===== src/rtl/core/wsfr_pkg.sv =====
// Shared types and constants for the WebSocket frame receiver.
`default_nettype none

package wsfr_pkg;

    typedef enum logic [3:0] {
        EV_TEXT_BYTE    = 4'd0,
        EV_TEXT_END     = 4'd1,
        EV_CLOSE_BYTE   = 4'd2,
        EV_CLOSE        = 4'd3,
        EV_PONG_TX      = 4'd4,
        EV_BINARY_ERR   = 4'd5,
        EV_MASK_ERR     = 4'd6,
        EV_BAD_CONT     = 4'd7,
        EV_PONG_SEEN    = 4'd8
    } ev_code_t;

    localparam logic [3:0] OP_CONT  = 4'h0;
    localparam logic [3:0] OP_TEXT  = 4'h1;
    localparam logic [3:0] OP_BIN   = 4'h2;
    localparam logic [3:0] OP_CLOSE = 4'h8;
    localparam logic [3:0] OP_PING  = 4'h9;
    localparam logic [3:0] OP_PONG  = 4'hA;

    localparam logic [6:0] LEN_EXT16      = 7'd126;
    localparam logic [6:0] LEN_EXT64      = 7'd127;
    localparam logic [3:0] LEN16_BYTES    = 4'd2;
    localparam logic [3:0] LEN64_BYTES    = 4'd8;
    localparam logic [2:0] MASK_KEY_BYTES = 3'd4;
    localparam logic [7:0] PONG_BYTE0     = 8'h8A;
    localparam logic [7:0] PONG_BYTE1     = 8'h00;

    localparam int QDEPTH = 4;
    localparam int QAW    = $clog2(QDEPTH);
    localparam int QCW    = $clog2(QDEPTH + 1);

    typedef struct packed {
        logic [15:0] code;
        logic [7:0]  data;
        ev_code_t    ev;
    } result_t;

    typedef struct packed {
        logic    two;
        result_t r1;
        result_t r0;
    } entry_t;

endpackage

`default_nettype wire


===== src/rtl/core/wsfr_front.sv =====
// Frame parser: takes one received byte per word and builds the results it causes.
`default_nettype none

module wsfr_front
    import wsfr_pkg::*;
(
    input  wire logic       aclk,
    input  wire logic       aresetn,
    input  wire logic       in_valid,
    input  wire logic       in_ready,
    input  wire logic [7:0] in_byte,
    output logic            push,
    output entry_t          push_entry
);

    typedef enum logic [2:0] {
        PH_HDR0 = 3'd0,
        PH_HDR1 = 3'd1,
        PH_LEN  = 3'd2,
        PH_MASK = 3'd3,
        PH_PAY  = 3'd4
    } phase_t;

    phase_t      phase_reg, phase_next;
    logic        final_reg, final_next;
    logic [3:0]  opcode_reg, opcode_next;
    logic        masked_reg, masked_next;
    logic [3:0]  len_left_reg, len_left_next;
    logic [2:0]  mask_left_reg, mask_left_next;
    logic [63:0] pay_left_reg, pay_left_next;
    logic        frag_active_reg, frag_active_next;
    logic [3:0]  frag_op_reg, frag_op_next;
    logic [15:0] cc_reg, cc_next;
    logic [1:0]  seen_reg, seen_next;

    logic        accept;
    logic [3:0]  eff_op;
    logic        ld_now, ld_masked, ld_zero;
    logic        do_end, end_masked;
    logic        byte_valid;
    result_t     byte_res;
    logic        end_valid, end_pong;
    result_t     end_res;
    logic [63:0] pay_dec;
    logic [63:0] pay_shift;
    logic [3:0]  len_dec;
    logic [2:0]  mask_dec;

    assign accept    = in_valid && in_ready;
    assign eff_op    = (opcode_reg == OP_CONT && frag_active_reg) ? frag_op_reg : opcode_reg;
    assign pay_dec   = pay_left_reg - 64'd1;
    assign pay_shift = {pay_left_reg[55:0], in_byte};
    assign len_dec   = len_left_reg - 4'd1;
    assign mask_dec  = mask_left_reg - 3'd1;

    always_comb begin
        phase_next       = phase_reg;
        final_next       = final_reg;
        opcode_next      = opcode_reg;
        masked_next      = masked_reg;
        len_left_next    = len_left_reg;
        mask_left_next   = mask_left_reg;
        pay_left_next    = pay_left_reg;
        frag_active_next = frag_active_reg;
        frag_op_next     = frag_op_reg;
        cc_next          = cc_reg;
        seen_next        = seen_reg;
        ld_now           = 1'b0;
        ld_masked        = 1'b0;
        ld_zero          = 1'b0;
        do_end           = 1'b0;
        end_masked       = 1'b0;
        byte_valid       = 1'b0;
        byte_res         = '{code: 16'd0, data: 8'd0, ev: EV_TEXT_BYTE};
        end_valid        = 1'b0;
        end_pong         = 1'b0;
        end_res          = '{code: 16'd0, data: 8'd0, ev: EV_TEXT_END};

        if (accept) begin
            unique case (phase_reg)
                PH_HDR1: begin
                    masked_next = in_byte[7];
                    if (in_byte[6:0] == LEN_EXT16) begin
                        pay_left_next = 64'd0;
                        len_left_next = LEN16_BYTES;
                        phase_next    = PH_LEN;
                    end else if (in_byte[6:0] == LEN_EXT64) begin
                        pay_left_next = 64'd0;
                        len_left_next = LEN64_BYTES;
                        phase_next    = PH_LEN;
                    end else begin
                        pay_left_next = {57'd0, in_byte[6:0]};
                        ld_now        = 1'b1;
                        ld_masked     = in_byte[7];
                        ld_zero       = (in_byte[6:0] == 7'd0);
                    end
                end
                PH_LEN: begin
                    pay_left_next = pay_shift;
                    len_left_next = len_dec;
                    if (len_dec == 4'd0) begin
                        ld_now    = 1'b1;
                        ld_masked = masked_reg;
                        ld_zero   = (pay_shift == 64'd0);
                    end
                end
                PH_MASK: begin
                    mask_left_next = mask_dec;
                    if (mask_dec == 3'd0) begin
                        byte_valid  = 1'b1;
                        byte_res.ev = EV_MASK_ERR;
                        if (pay_left_reg == 64'd0) begin
                            phase_next = PH_HDR0;
                        end else begin
                            phase_next = PH_PAY;
                        end
                    end
                end
                PH_PAY: begin
                    if (!masked_reg) begin
                        if (eff_op == OP_TEXT) begin
                            byte_valid    = 1'b1;
                            byte_res.ev   = EV_TEXT_BYTE;
                            byte_res.data = in_byte;
                        end else if (eff_op == OP_CLOSE) begin
                            if (seen_reg < 2'd2) begin
                                cc_next   = {cc_reg[7:0], in_byte};
                                seen_next = seen_reg + 2'd1;
                            end else begin
                                byte_valid    = 1'b1;
                                byte_res.ev   = EV_CLOSE_BYTE;
                                byte_res.data = in_byte;
                            end
                        end
                    end
                    pay_left_next = pay_dec;
                    if (pay_dec == 64'd0) begin
                        do_end     = 1'b1;
                        end_masked = masked_reg;
                    end
                end
                default: begin
                    final_next    = in_byte[7];
                    opcode_next   = in_byte[3:0];
                    masked_next   = 1'b0;
                    cc_next       = 16'd0;
                    seen_next     = 2'd0;
                    pay_left_next = 64'd0;
                    phase_next    = PH_HDR1;
                end
            endcase

            if (ld_now) begin
                if (ld_masked) begin
                    mask_left_next = MASK_KEY_BYTES;
                    phase_next     = PH_MASK;
                end else if (ld_zero) begin
                    do_end = 1'b1;
                end else begin
                    phase_next = PH_PAY;
                end
            end

            if (do_end) begin
                phase_next = PH_HDR0;
                if (!end_masked) begin
                    if (!final_reg) begin
                        if (!frag_active_reg) begin
                            frag_active_next = 1'b1;
                            frag_op_next     = opcode_reg;
                        end
                    end else begin
                        frag_active_next = 1'b0;
                        frag_op_next     = 4'd0;
                        unique case (eff_op)
                            OP_CONT: begin
                                end_valid  = 1'b1;
                                end_res.ev = EV_BAD_CONT;
                            end
                            OP_TEXT: begin
                                end_valid  = 1'b1;
                                end_res.ev = EV_TEXT_END;
                            end
                            OP_BIN: begin
                                end_valid  = 1'b1;
                                end_res.ev = EV_BINARY_ERR;
                            end
                            OP_CLOSE: begin
                                end_valid    = 1'b1;
                                end_res.ev   = EV_CLOSE;
                                end_res.code = (seen_next == 2'd1) ? {cc_next[7:0], 8'd0}
                                                                   : cc_next;
                            end
                            OP_PING: begin
                                end_valid = 1'b1;
                                end_pong  = 1'b1;
                            end
                            OP_PONG: begin
                                end_valid  = 1'b1;
                                end_res.ev = EV_PONG_SEEN;
                            end
                            default: begin
                                end_valid = 1'b0;
                            end
                        endcase
                    end
                end
            end
        end
    end

    always_comb begin
        push_entry = '{two: 1'b0, r1: end_res, r0: byte_res};
        if (end_pong) begin
            push_entry.two = 1'b1;
            push_entry.r0  = '{code: 16'd0, data: PONG_BYTE0, ev: EV_PONG_TX};
            push_entry.r1  = '{code: 16'd0, data: PONG_BYTE1, ev: EV_PONG_TX};
        end else if (byte_valid) begin
            push_entry.two = end_valid;
        end else begin
            push_entry.r0 = end_res;
        end
    end

    assign push = byte_valid || end_valid;

    always_ff @(posedge aclk) begin
        if (!aresetn) begin
            phase_reg       <= PH_HDR0;
            final_reg       <= 1'b0;
            opcode_reg      <= 4'd0;
            masked_reg      <= 1'b0;
            len_left_reg    <= 4'd0;
            mask_left_reg   <= 3'd0;
            pay_left_reg    <= 64'd0;
            frag_active_reg <= 1'b0;
            frag_op_reg     <= 4'd0;
            cc_reg          <= 16'd0;
            seen_reg        <= 2'd0;
        end else begin
            phase_reg       <= phase_next;
            final_reg       <= final_next;
            opcode_reg      <= opcode_next;
            masked_reg      <= masked_next;
            len_left_reg    <= len_left_next;
            mask_left_reg   <= mask_left_next;
            pay_left_reg    <= pay_left_next;
            frag_active_reg <= frag_active_next;
            frag_op_reg     <= frag_op_next;
            cc_reg          <= cc_next;
            seen_reg        <= seen_next;
        end
    end

`ifndef SYNTH
    a_pay_nonzero: assert property (@(posedge aclk) disable iff (!aresetn)
        (phase_reg == PH_PAY) |-> (pay_left_reg != 64'd0))
        else $error("payload phase entered with nothing left to count");

    a_hdr_follows: assert property (@(posedge aclk) disable iff (!aresetn)
        (accept && phase_reg == PH_HDR0) |=> (phase_reg == PH_HDR1))
        else $error("first header byte not followed by length byte phase");
`endif

endmodule

`default_nettype wire


===== src/rtl/core/wsfr_queue.sv =====
// Short queue of parsed result entries between the parser and the output stage.
`default_nettype none

module wsfr_queue
    import wsfr_pkg::*;
(
    input  wire logic    aclk,
    input  wire logic    aresetn,
    input  wire logic    push,
    input  wire entry_t  push_entry,
    output logic         not_full,
    output logic         not_empty,
    input  wire logic    pop,
    output entry_t       head
);

    entry_t           mem [QDEPTH];
    logic [QAW-1:0]   wr_ptr_reg, wr_ptr_next;
    logic [QAW-1:0]   rd_ptr_reg, rd_ptr_next;
    logic [QCW-1:0]   cnt_reg, cnt_next;
    logic             do_push, do_pop;

    assign not_full  = (cnt_reg != QCW'(QDEPTH));
    assign not_empty = (cnt_reg != '0);
    assign do_push   = push && not_full;
    assign do_pop    = pop && not_empty;
    assign head      = mem[rd_ptr_reg];

    always_comb begin
        wr_ptr_next = wr_ptr_reg + QAW'(do_push);
        rd_ptr_next = rd_ptr_reg + QAW'(do_pop);
        cnt_next    = cnt_reg + QCW'(do_push) - QCW'(do_pop);
    end

    always_ff @(posedge aclk) begin
        if (do_push) begin
            mem[wr_ptr_reg] <= push_entry;
        end
    end

    always_ff @(posedge aclk) begin
        if (!aresetn) begin
            wr_ptr_reg <= '0;
            rd_ptr_reg <= '0;
            cnt_reg    <= '0;
        end else begin
            wr_ptr_reg <= wr_ptr_next;
            rd_ptr_reg <= rd_ptr_next;
            cnt_reg    <= cnt_next;
        end
    end

`ifndef SYNTH
    a_no_overflow: assert property (@(posedge aclk) disable iff (!aresetn)
        push |-> not_full)
        else $error("entry pushed into a full queue");
`endif

endmodule

`default_nettype wire


===== src/rtl/core/wsfr_back.sv =====
// Output stage: expands queued entries into result words on a registered stream.
`default_nettype none

module wsfr_back
    import wsfr_pkg::*;
(
    input  wire logic    aclk,
    input  wire logic    aresetn,
    input  wire logic    q_not_empty,
    input  wire entry_t  q_head,
    output logic         q_pop,
    output logic         out_valid,
    input  wire logic    out_ready,
    output result_t      out_res,
    output logic         out_last
);

    logic    valid_reg, valid_next;
    logic    sel_reg, sel_next;
    result_t res_reg, res_next;
    logic    last_reg, last_next;
    logic    load;

    assign load = !valid_reg || out_ready;

    always_comb begin
        valid_next = valid_reg;
        sel_next   = sel_reg;
        res_next   = res_reg;
        last_next  = last_reg;
        q_pop      = 1'b0;
        if (load) begin
            valid_next = q_not_empty;
            if (q_not_empty) begin
                res_next  = sel_reg ? q_head.r1 : q_head.r0;
                last_next = !q_head.two || sel_reg;
                if (q_head.two && !sel_reg) begin
                    sel_next = 1'b1;
                end else begin
                    sel_next = 1'b0;
                    q_pop    = 1'b1;
                end
            end
        end
    end

    always_ff @(posedge aclk) begin
        if (!aresetn) begin
            valid_reg <= 1'b0;
            sel_reg   <= 1'b0;
        end else begin
            valid_reg <= valid_next;
            sel_reg   <= sel_next;
        end
        res_reg  <= res_next;
        last_reg <= last_next;
    end

    assign out_valid = valid_reg;
    assign out_res   = res_reg;
    assign out_last  = last_reg;

`ifndef SYNTH
    a_second_half: assert property (@(posedge aclk) disable iff (!aresetn)
        sel_reg |-> (q_not_empty && q_head.two))
        else $error("second result pending without a two-result entry");
`endif

endmodule

`default_nettype wire


===== src/rtl/core/websocket_frame_receiver.sv =====
// WebSocket frame receiver top level: parser, result queue and output stage.
// Accepts one byte per cycle while the queue has room; each result is queued, then registered.
// The output stage sends one word per cycle unless stalled; a two-result byte gives two words.
// A four-entry queue between parser and output stage absorbs these bursts and output stalls.
// Reset (aresetn low, synchronous) returns the parser to the first header byte
// and empties the queue and the output register.
`default_nettype none

module websocket_frame_receiver
    import wsfr_pkg::*;
(
    input  wire logic        aclk,
    input  wire logic        aresetn,
    input  wire logic        s_axis_tvalid,
    output logic             s_axis_tready,
    input  wire logic [7:0]  s_axis_tdata,   // rx_byte[7:0]
    output logic             m_axis_tvalid,
    input  wire logic        m_axis_tready,
    output logic [31:0]      m_axis_tdata,   // event_res[3:0], data[11:4], close_code[27:12]
    output logic             m_axis_tlast
);

    logic    push;
    entry_t  push_entry;
    logic    q_not_full;
    logic    q_not_empty;
    logic    q_pop;
    entry_t  q_head;
    result_t out_res;

    assign s_axis_tready = q_not_full;

    wsfr_front u_front (
        .aclk       (aclk),
        .aresetn    (aresetn),
        .in_valid   (s_axis_tvalid),
        .in_ready   (q_not_full),
        .in_byte    (s_axis_tdata),
        .push       (push),
        .push_entry (push_entry)
    );

    wsfr_queue u_queue (
        .aclk       (aclk),
        .aresetn    (aresetn),
        .push       (push),
        .push_entry (push_entry),
        .not_full   (q_not_full),
        .not_empty  (q_not_empty),
        .pop        (q_pop),
        .head       (q_head)
    );

    wsfr_back u_back (
        .aclk        (aclk),
        .aresetn     (aresetn),
        .q_not_empty (q_not_empty),
        .q_head      (q_head),
        .q_pop       (q_pop),
        .out_valid   (m_axis_tvalid),
        .out_ready   (m_axis_tready),
        .out_res     (out_res),
        .out_last    (m_axis_tlast)
    );

    assign m_axis_tdata = {4'd0, out_res};

endmodule

`default_nettype wire

===== config.mk =====
export PLATFORM = sky130hd
export DESIGN_NAME = websocket_frame_receiver
export DESIGN_NICKNAME = d
export VERILOG_FILES = /design/src/rtl/core/wsfr_pkg.sv /design/src/rtl/core/wsfr_front.sv /design/src/rtl/core/wsfr_queue.sv /design/src/rtl/core/wsfr_back.sv /design/src/rtl/core/websocket_frame_receiver.sv
export SDC_FILE = /design/constraint.sdc
export NUM_CORES = 1
export LEC_CHECK = 0
export ABC_AREA = 1
export BUFFER_PORTS_ARGS = -buffer_cell sky130_fd_sc_hd__buf_2
export CORE_MARGIN = 4
export CORE_UTILIZATION = 35
export CTS_CLUSTER_DIAMETER = 120
export DETAILED_ROUTE_END_ITERATION = 8
export PLACE_DENSITY_LB_ADDON = 0.3
export SYNTH_ARGS = -nofsm -noshare
export SYNTH_HDL_FRONTEND = slang
export SYNTH_HIERARCHICAL = 1
export SYNTH_SLANG_ARGS = --single-unit

===== constraint.sdc =====
create_clock -name aclk -period 10.2 [get_ports aclk]
set_input_delay 2.04 -clock aclk [delete_from_list [all_inputs] [get_ports aclk]]
set_output_delay 2.04 -clock aclk [all_outputs]
set_load 0.02 [all_outputs]

After elaboration in Yosys (flattened, before gate mapping):

Memories as Yosys holds them, arrays and structs flattened. A register that Yosys moved wholly into a read port is not among the register bits.
Cells that the tools add are included.

* register bits after elaboration: 141
* bits in latches: 0
* RAM bits: 228
* memory bits (read-only): 0
* output and inout port bits: 35
* logic and storage cells: 189
* memories: 1

Memory list
* u_queue.mem: depth 4, bits a word 57, read ports 1, clocked after memory_dff 1, write ports 1, line wsfr_queue.sv:17 `entry_t mem [QDEPTH];`

* add/sub/neg operators: 8
* multipliers: 0
* div/mod/pow operators: 0
* order comparisons: 1
* equality and inequality tests: 15
* shift operators: 0
* muxes and demuxes: 107
* bitwise gates (word level): 4
* reductions and logical operators: 33

Operators with widths (number)
* $pmux W64 S4: 1
* $logic_not A64 Y1: 3
* $mux W16: 10
* $mux W28: 4
* $mux W64: 1
* $sub A64 B1 Y64 const B: 1
* $mux W12: 5
* $mux W1: 46
* $mux W3: 12
* $mux W4: 9
* $pmux W16 S2: 1
* $pmux W4 S2: 2
* $pmux W4 S4: 1
* $eq A7 B7 Y1 const B: 2
* $eq A4 B4 Y1 const B: 3
* $logic_not A4 Y1: 3
* $mux W2: 6
* $pmux W1 S2: 5
* $pmux W3 S3: 1
* $mux W8: 1
* $reduce_and A2 Y1: 4
* $logic_not A7 Y1: 1
* $mux W7: 1
* $eq A3 B2 Y1 const B: 2
* 29 further kinds: 43

Logic depth before layout (Yosys ltp):

* word-level depth: 18
* depth in mapped cells: 29
* mapped depth without buffers: 29

By module:

The synthesis kept the hierarchy.

By module, submodules not included
* wsfr_queue: times used 1, cells each 599, area each 8914.8 um^2
* wsfr_front: times used 1, cells each 1588, area each 8765.9 um^2
* wsfr_back: times used 1, cells each 133, area each 1335.0 um^2
* websocket_frame_receiver: times used 1, cells each 5, area each 33.8 um^2

Worst setup path after synthesis:

No wires, ideal clock.

* path kind: input to register
* start point: input port s_axis_tdata[4]
* end point: memory u_queue/mem[0][0] (netlist bit) (enable)
* arrival: 7.319 ns
* path slack: 2.338 ns
* stages: 15
* path buffers: 0
* path through: inv_1 > nor3_1 > inv_1 > nor3_1 > nor2_1 > o211ai_1 > nor2_1 > nand2_1 > nand2_4 > nand3_4 > nor2_1 > nand2_1 > nand2_1 > nand2_1 > nor3_1

* longest elaborated chain between the ends: 15
* elaborated cells between the ends (all ways): 27

Ends and longest elaborated chain
* start, declared: line websocket_frame_receiver.sv:16 `input wire logic [7:0] s_axis_tdata,`
* $eq A7 B7 Y1 or $logic_not A7 Y1 (tied branches): line wsfr_front.sv:87, wsfr_front.sv:95
* $mux W1: line wsfr_front.sv:87 `end else if (in_byte[6:0] == LEN_EXT64) begin`
* $mux W1: line wsfr_front.sv:83 `if (in_byte[6:0] == LEN_EXT16) begin`
* $pmux W1 S2: line wsfr_front.sv:80 `unique case (phase_reg)`
* $mux W1: line wsfr_front.sv:79 `if (accept) begin`
* $mux W1: line wsfr_front.sv:157 `end else if (ld_zero) begin`
* $mux W1: line wsfr_front.sv:154 `if (ld_masked) begin`
* $mux W1 *: line wsfr_front.sv:153 `if (ld_now) begin`
* $mux W1 *: line wsfr_front.sv:79
* $mux W1 *: line wsfr_front.sv:164 `if (do_end) begin`
* $mux W1 *: line wsfr_front.sv:79
* $logic_or A1 B1 Y1 *: line wsfr_front.sv:225 `assign push = byte_valid || end_valid;`
* via push: line websocket_frame_receiver.sv:23 `logic push;`
* $logic_and A1 B1 Y1 *: line wsfr_queue.sv:25 `assign do_push = push && not_full;`
* $mux W1 *: line wsfr_queue.sv:36 `if (do_push) begin`
* $mux W1 (implied by the code) *: line wsfr_queue.sv:37 `mem[wr_ptr_reg] <= push_entry;`
* end, declared: line wsfr_queue.sv:17

Mark *: on every way through the listed nets, which the timed path passes. The rest lies on a longest branch. The select of a mux whose other input is x is not followed.

Final worst setup path:

* start point: input port s_axis_tvalid
* end point: register u_queue.cnt_reg[2]

* longest elaborated chain between the ends: 6
* elaborated cells between the ends (all ways): 7

Ends and longest elaborated chain
* start, declared: line websocket_frame_receiver.sv:14 `input wire logic s_axis_tvalid,`
* $logic_and A1 B1 Y1 *: line wsfr_front.sv:49 `assign accept = in_valid && in_ready;`
* $mux W1: line wsfr_front.sv:79
* $logic_or A1 B1 Y1 *: line wsfr_front.sv:225
* via push: line websocket_frame_receiver.sv:23
* $logic_and A1 B1 Y1 *: line wsfr_queue.sv:25
* $add A3 B1 Y3 *: line wsfr_queue.sv:32 `cnt_next = cnt_reg + QCW'(do_push) - QCW'(do_pop);`
* $sub A3 B1 Y3 *: line wsfr_queue.sv:32
* end signal, assigned: line wsfr_queue.sv:49 `cnt_reg <= cnt_next;`
* end, declared: line wsfr_queue.sv:20 `logic [QCW-1:0] cnt_reg, cnt_next;`

Mark *: on every way through the listed nets, which the timed path passes. The rest lies on a longest branch.
A chain may end at the register's enable or synchronous reset.

==> metrics.md <==
| Metric | Value |
|---|---|
| Antenna diode count | `0` |
| Register area share after synthesis | `52.3%` |
| Clock Skews | `24.2 ps` |
| Clk buf depth | `3` |
| Design Area, Final | `0.0211 mm2` |
| Initial Utilization | `35.4%` |
| NumNets Final | `2356` |
| Yosys reg bits | `369` |
| Area grow syn2layout | `10.6%` |
| Post-DP HPWL | `39500 um` |
| Max reg flops | `228` |
| Initial antenna violation count | `0` |
| Total GRT Usage | `19.4%` |
| Crit Path Max Fanout | `31` |
| Setup Buffers After CTS | `0` |
| Final-report max-slew violation count | `0` |
| Post-placement worst setup slack | `4880 ps` |
| CTS tree | `built` |
| Cell Area, Placed | `0.0197 mm2` |
| Slew @ Worst Pin | `840 ps` |
| Mean Syn Cell Area | `8.19 um2` |
| Routed via count | `16000` |
| Fmax | `206 MHz` |
| Internal | `2810 uW` |
| Leak pwr | `0.00822 uW` |
| DRT iter0 DRCs | `1369` |
| Pin count of the biggest net entering global routing | `66` |
| Die X | `241 um` |
| Library cells used by synthesis | `54` |
| Crit-path max cell delay | `530 ps` |
| Root Driver | `clkbuf_16` |
| Primary FF master, synth | `edfxtp_1` |
| Share of post-route cells with drive strength above 1 | `9.14%` |
| Unrepaired setup endpoints after global routing | `false` |
| ANT nets after route | `0` |
| Setup crit start kind | `primary input` |
| Setup violations, final | `0` |
| Net switching power | `1570 uW` |
| Core Util, Final | `39.2%` |
| CP Cell Sequence | `buf_2 > nand2_1 > buf_4 > inv_1 > buf_4 > nand2_1 > nand2_2 > inv_1 > nand2_1 > nand2_1 > xor2_1 > ha_1 > inv_1 > fa_1 > nand2_1 > nand2_1 > nor2_1` |
| IO buf count | `42` |
| GRT overflow | `0` |
| H-tree levels | `2` |
| Core area | `0.0538 mm2` |
| Power per cell area | `208 mW/mm2` |
| # rows | `85` |
| Max-Cap Viols | `0` |
| Most common cell on crit path | `nand2_1` |
| CP max-delay cell | `nand2_2` |
| Status | `finished clean` |
| EDFF count, synth | `257` |
| # DRC | `0` |
| Combined buffer and inverter count along the critical path | `6` |
| Worst vdd ir | `0.000139 V` |
| Clock Sinks | `369` |
| Number of global-route vias before repair | `15300` |
| Post-DR vias/cell | `5.22` |
| Clk pin slew, worst setup/hold paths | `60 ps` |
| Net Sw Frac | `35.8%` |
| Routed len/inst | `18.8 um` |
| Final worst setup slack | `5350 ps` |
| WL final | `57500 um` |
| HP Class | `flip-flop to flip-flop` |
| CP top delay family | `simple AND/OR/NAND/NOR gates` |
| # resized after CTS | `0` |
| Global-route wire length before repair | `88500 um` |
| I/O Pins | `47` |
| Req. time, crit path | `10700 ps` |
| Synth warn | `6` |
| Combinational share of power | `29.0%` |
| Total power | `4380 uW` |
| GPL Wtd Cong | `0.956` |
| Filler Cells Inserted | `5526` |
| Hold Buf Count CTS | `0` |
| Data arrival, critical path | `5350 ps` |
| Slew Limit Headroom | `44.0%` |
| Fin crit share | `47.5%` |
| Final setup TNS | `0 ps` |
| Synthesized cell area | `0.0190 mm2` |
| Kind of critical path | `primary input to flip-flop` |
| DIE AREA | `0.0582 mm2` |
| Sequential Power Share | `37.5%` |
| Final worst path period need | `4850 ps` |
| Clock power share | `33.5%` |
| Synth async-reset ratio | `0%` |
| Final hold vios | `0` |
| Die H | `241 um` |
| CTS Buf Count | `40` |
| Worst-Skew Late Latency | `570 ps` |
| DRT Pass-1 Iters | `5` |
| Critical path endpoint category | `flip-flop` |
| Post-Syn Instances | `2325` |
power groups by stage:
stage	registers [uW]	clock network, uW	logic [uW]
floorplan	1670	0	862
global placement	1670	0	1240
detailed placement	1670	0	1240
CTS	1640	1510	1250
global route	1650	1570	1390
finish	1640	1470	1270
per-stage QoR:
stage	hold slack (ps)	std cells
after floorplan	442	2335
after global placement	459	2987
after detailed placement	466	2987
after CTS	475	3058
after global routing	497	3058
final	481	3058
worst min-delay path: cells and delay by family (launching register included):
family | cells | cell delay [ps]
AO/OA/AOI/OAI | 1 | 60
flip-flops | 1 | 310
AND/OR/NAND/NOR | 1 | 60
cell usage in the layout, fill, tap and decap left out, drive strengths merged, types with 12 or more instances in the layout:
| cell | netlist | final |
|---|---|---|
| a21oi | 96 | 96 |
| buf | 53 | 66 |
| clkbuf | 57 | 56 |
| clkinv | 1 | 12 |
| conb | 2 | 12 |
| dfxtp | 112 | 112 |
| edfxtp | 257 | 257 |
| inv | 214 | 214 |
| nand2 | 626 | 626 |
| nand3 | 79 | 79 |
| nand4 | 18 | 18 |
| nor2 | 387 | 387 |
| nor3 | 36 | 36 |
| o211ai | 13 | 13 |
| o21ai | 215 | 215 |
| o22ai | 104 | 104 |
cell type report:
cell class	count	area (um2)	share of cell area, %
well taps	696	871	4.13
multi-input cells	1641	7700	36.6
repair buffers	66	390	1.85
clock inverters	15	191	0.908
inverters	215	812	3.85
clock buffers	56	1140	5.42
flip-flops and latches	369	9960	47.3
cell families (layout without fill, tap and decap cells):
| group | after synthesis | count (layout) | share of synthesized area, % |
|---|---|---|---|
| simple gates | 1165 | 1165 | 25.8 |
| compound gates | 442 | 442 | 13.0 |
| flops | 369 | 369 | 52.3 |
| buf+inv | 325 | 352 | 7.63 |
| fa+ha+maj | 11 | 11 | 0.762 |
| xor+xnor | 11 | 11 | 0.506 |
| other cells | 2 | 12 | 0.0394 |
routing by layer:
metal	share of wire, %	global-route usage [%]	vias up	routed length [um]
met4	3.4	6.92	0	1980
met3	5.8	2.63	111	3340
met2	48	33.6	506	27900
li1	-	-	7768	-
met5	0	0	-	0
met1	42	25.0	7567	24300
cells in the mapped netlist (11+ instances only):
library cell,n,area (um2)
o211ai_1,13,97.6
a21oi_1,95,475
nand3_1,77,385
nand4_1,17,106
nor2_1,357,1340
o22ai_1,94,588
buf_6,15,169
buf_4,18,135
nand2_1,616,2310
edfxtp_1,257,7720
inv_1,201,754
nor3_1,29,145
inv_2,12,45.0
nor2_2,19,119
dfxtp_1,112,2240
o21ai_1,27,135
o21ai_0,188,941
clkbuf_1,47,176
buf_2,11,55.1
path summary, 6_finish.rpt:
check	from	end	slack (ps)	cells past startpoint
max	s_axis_tvalid	u_queue/cnt_reg[2]	5350	17
min	u_front/len_left_reg[3]	u_front/len_left_reg[3]	480	2
max reg2reg	u_front/pay_left_reg[0]	u_queue/cnt_reg[2]	5470	26
min reg2reg	u_front/len_left_reg[3]	u_front/len_left_reg[3]	480	2
(Power assumes the default switching activity.)
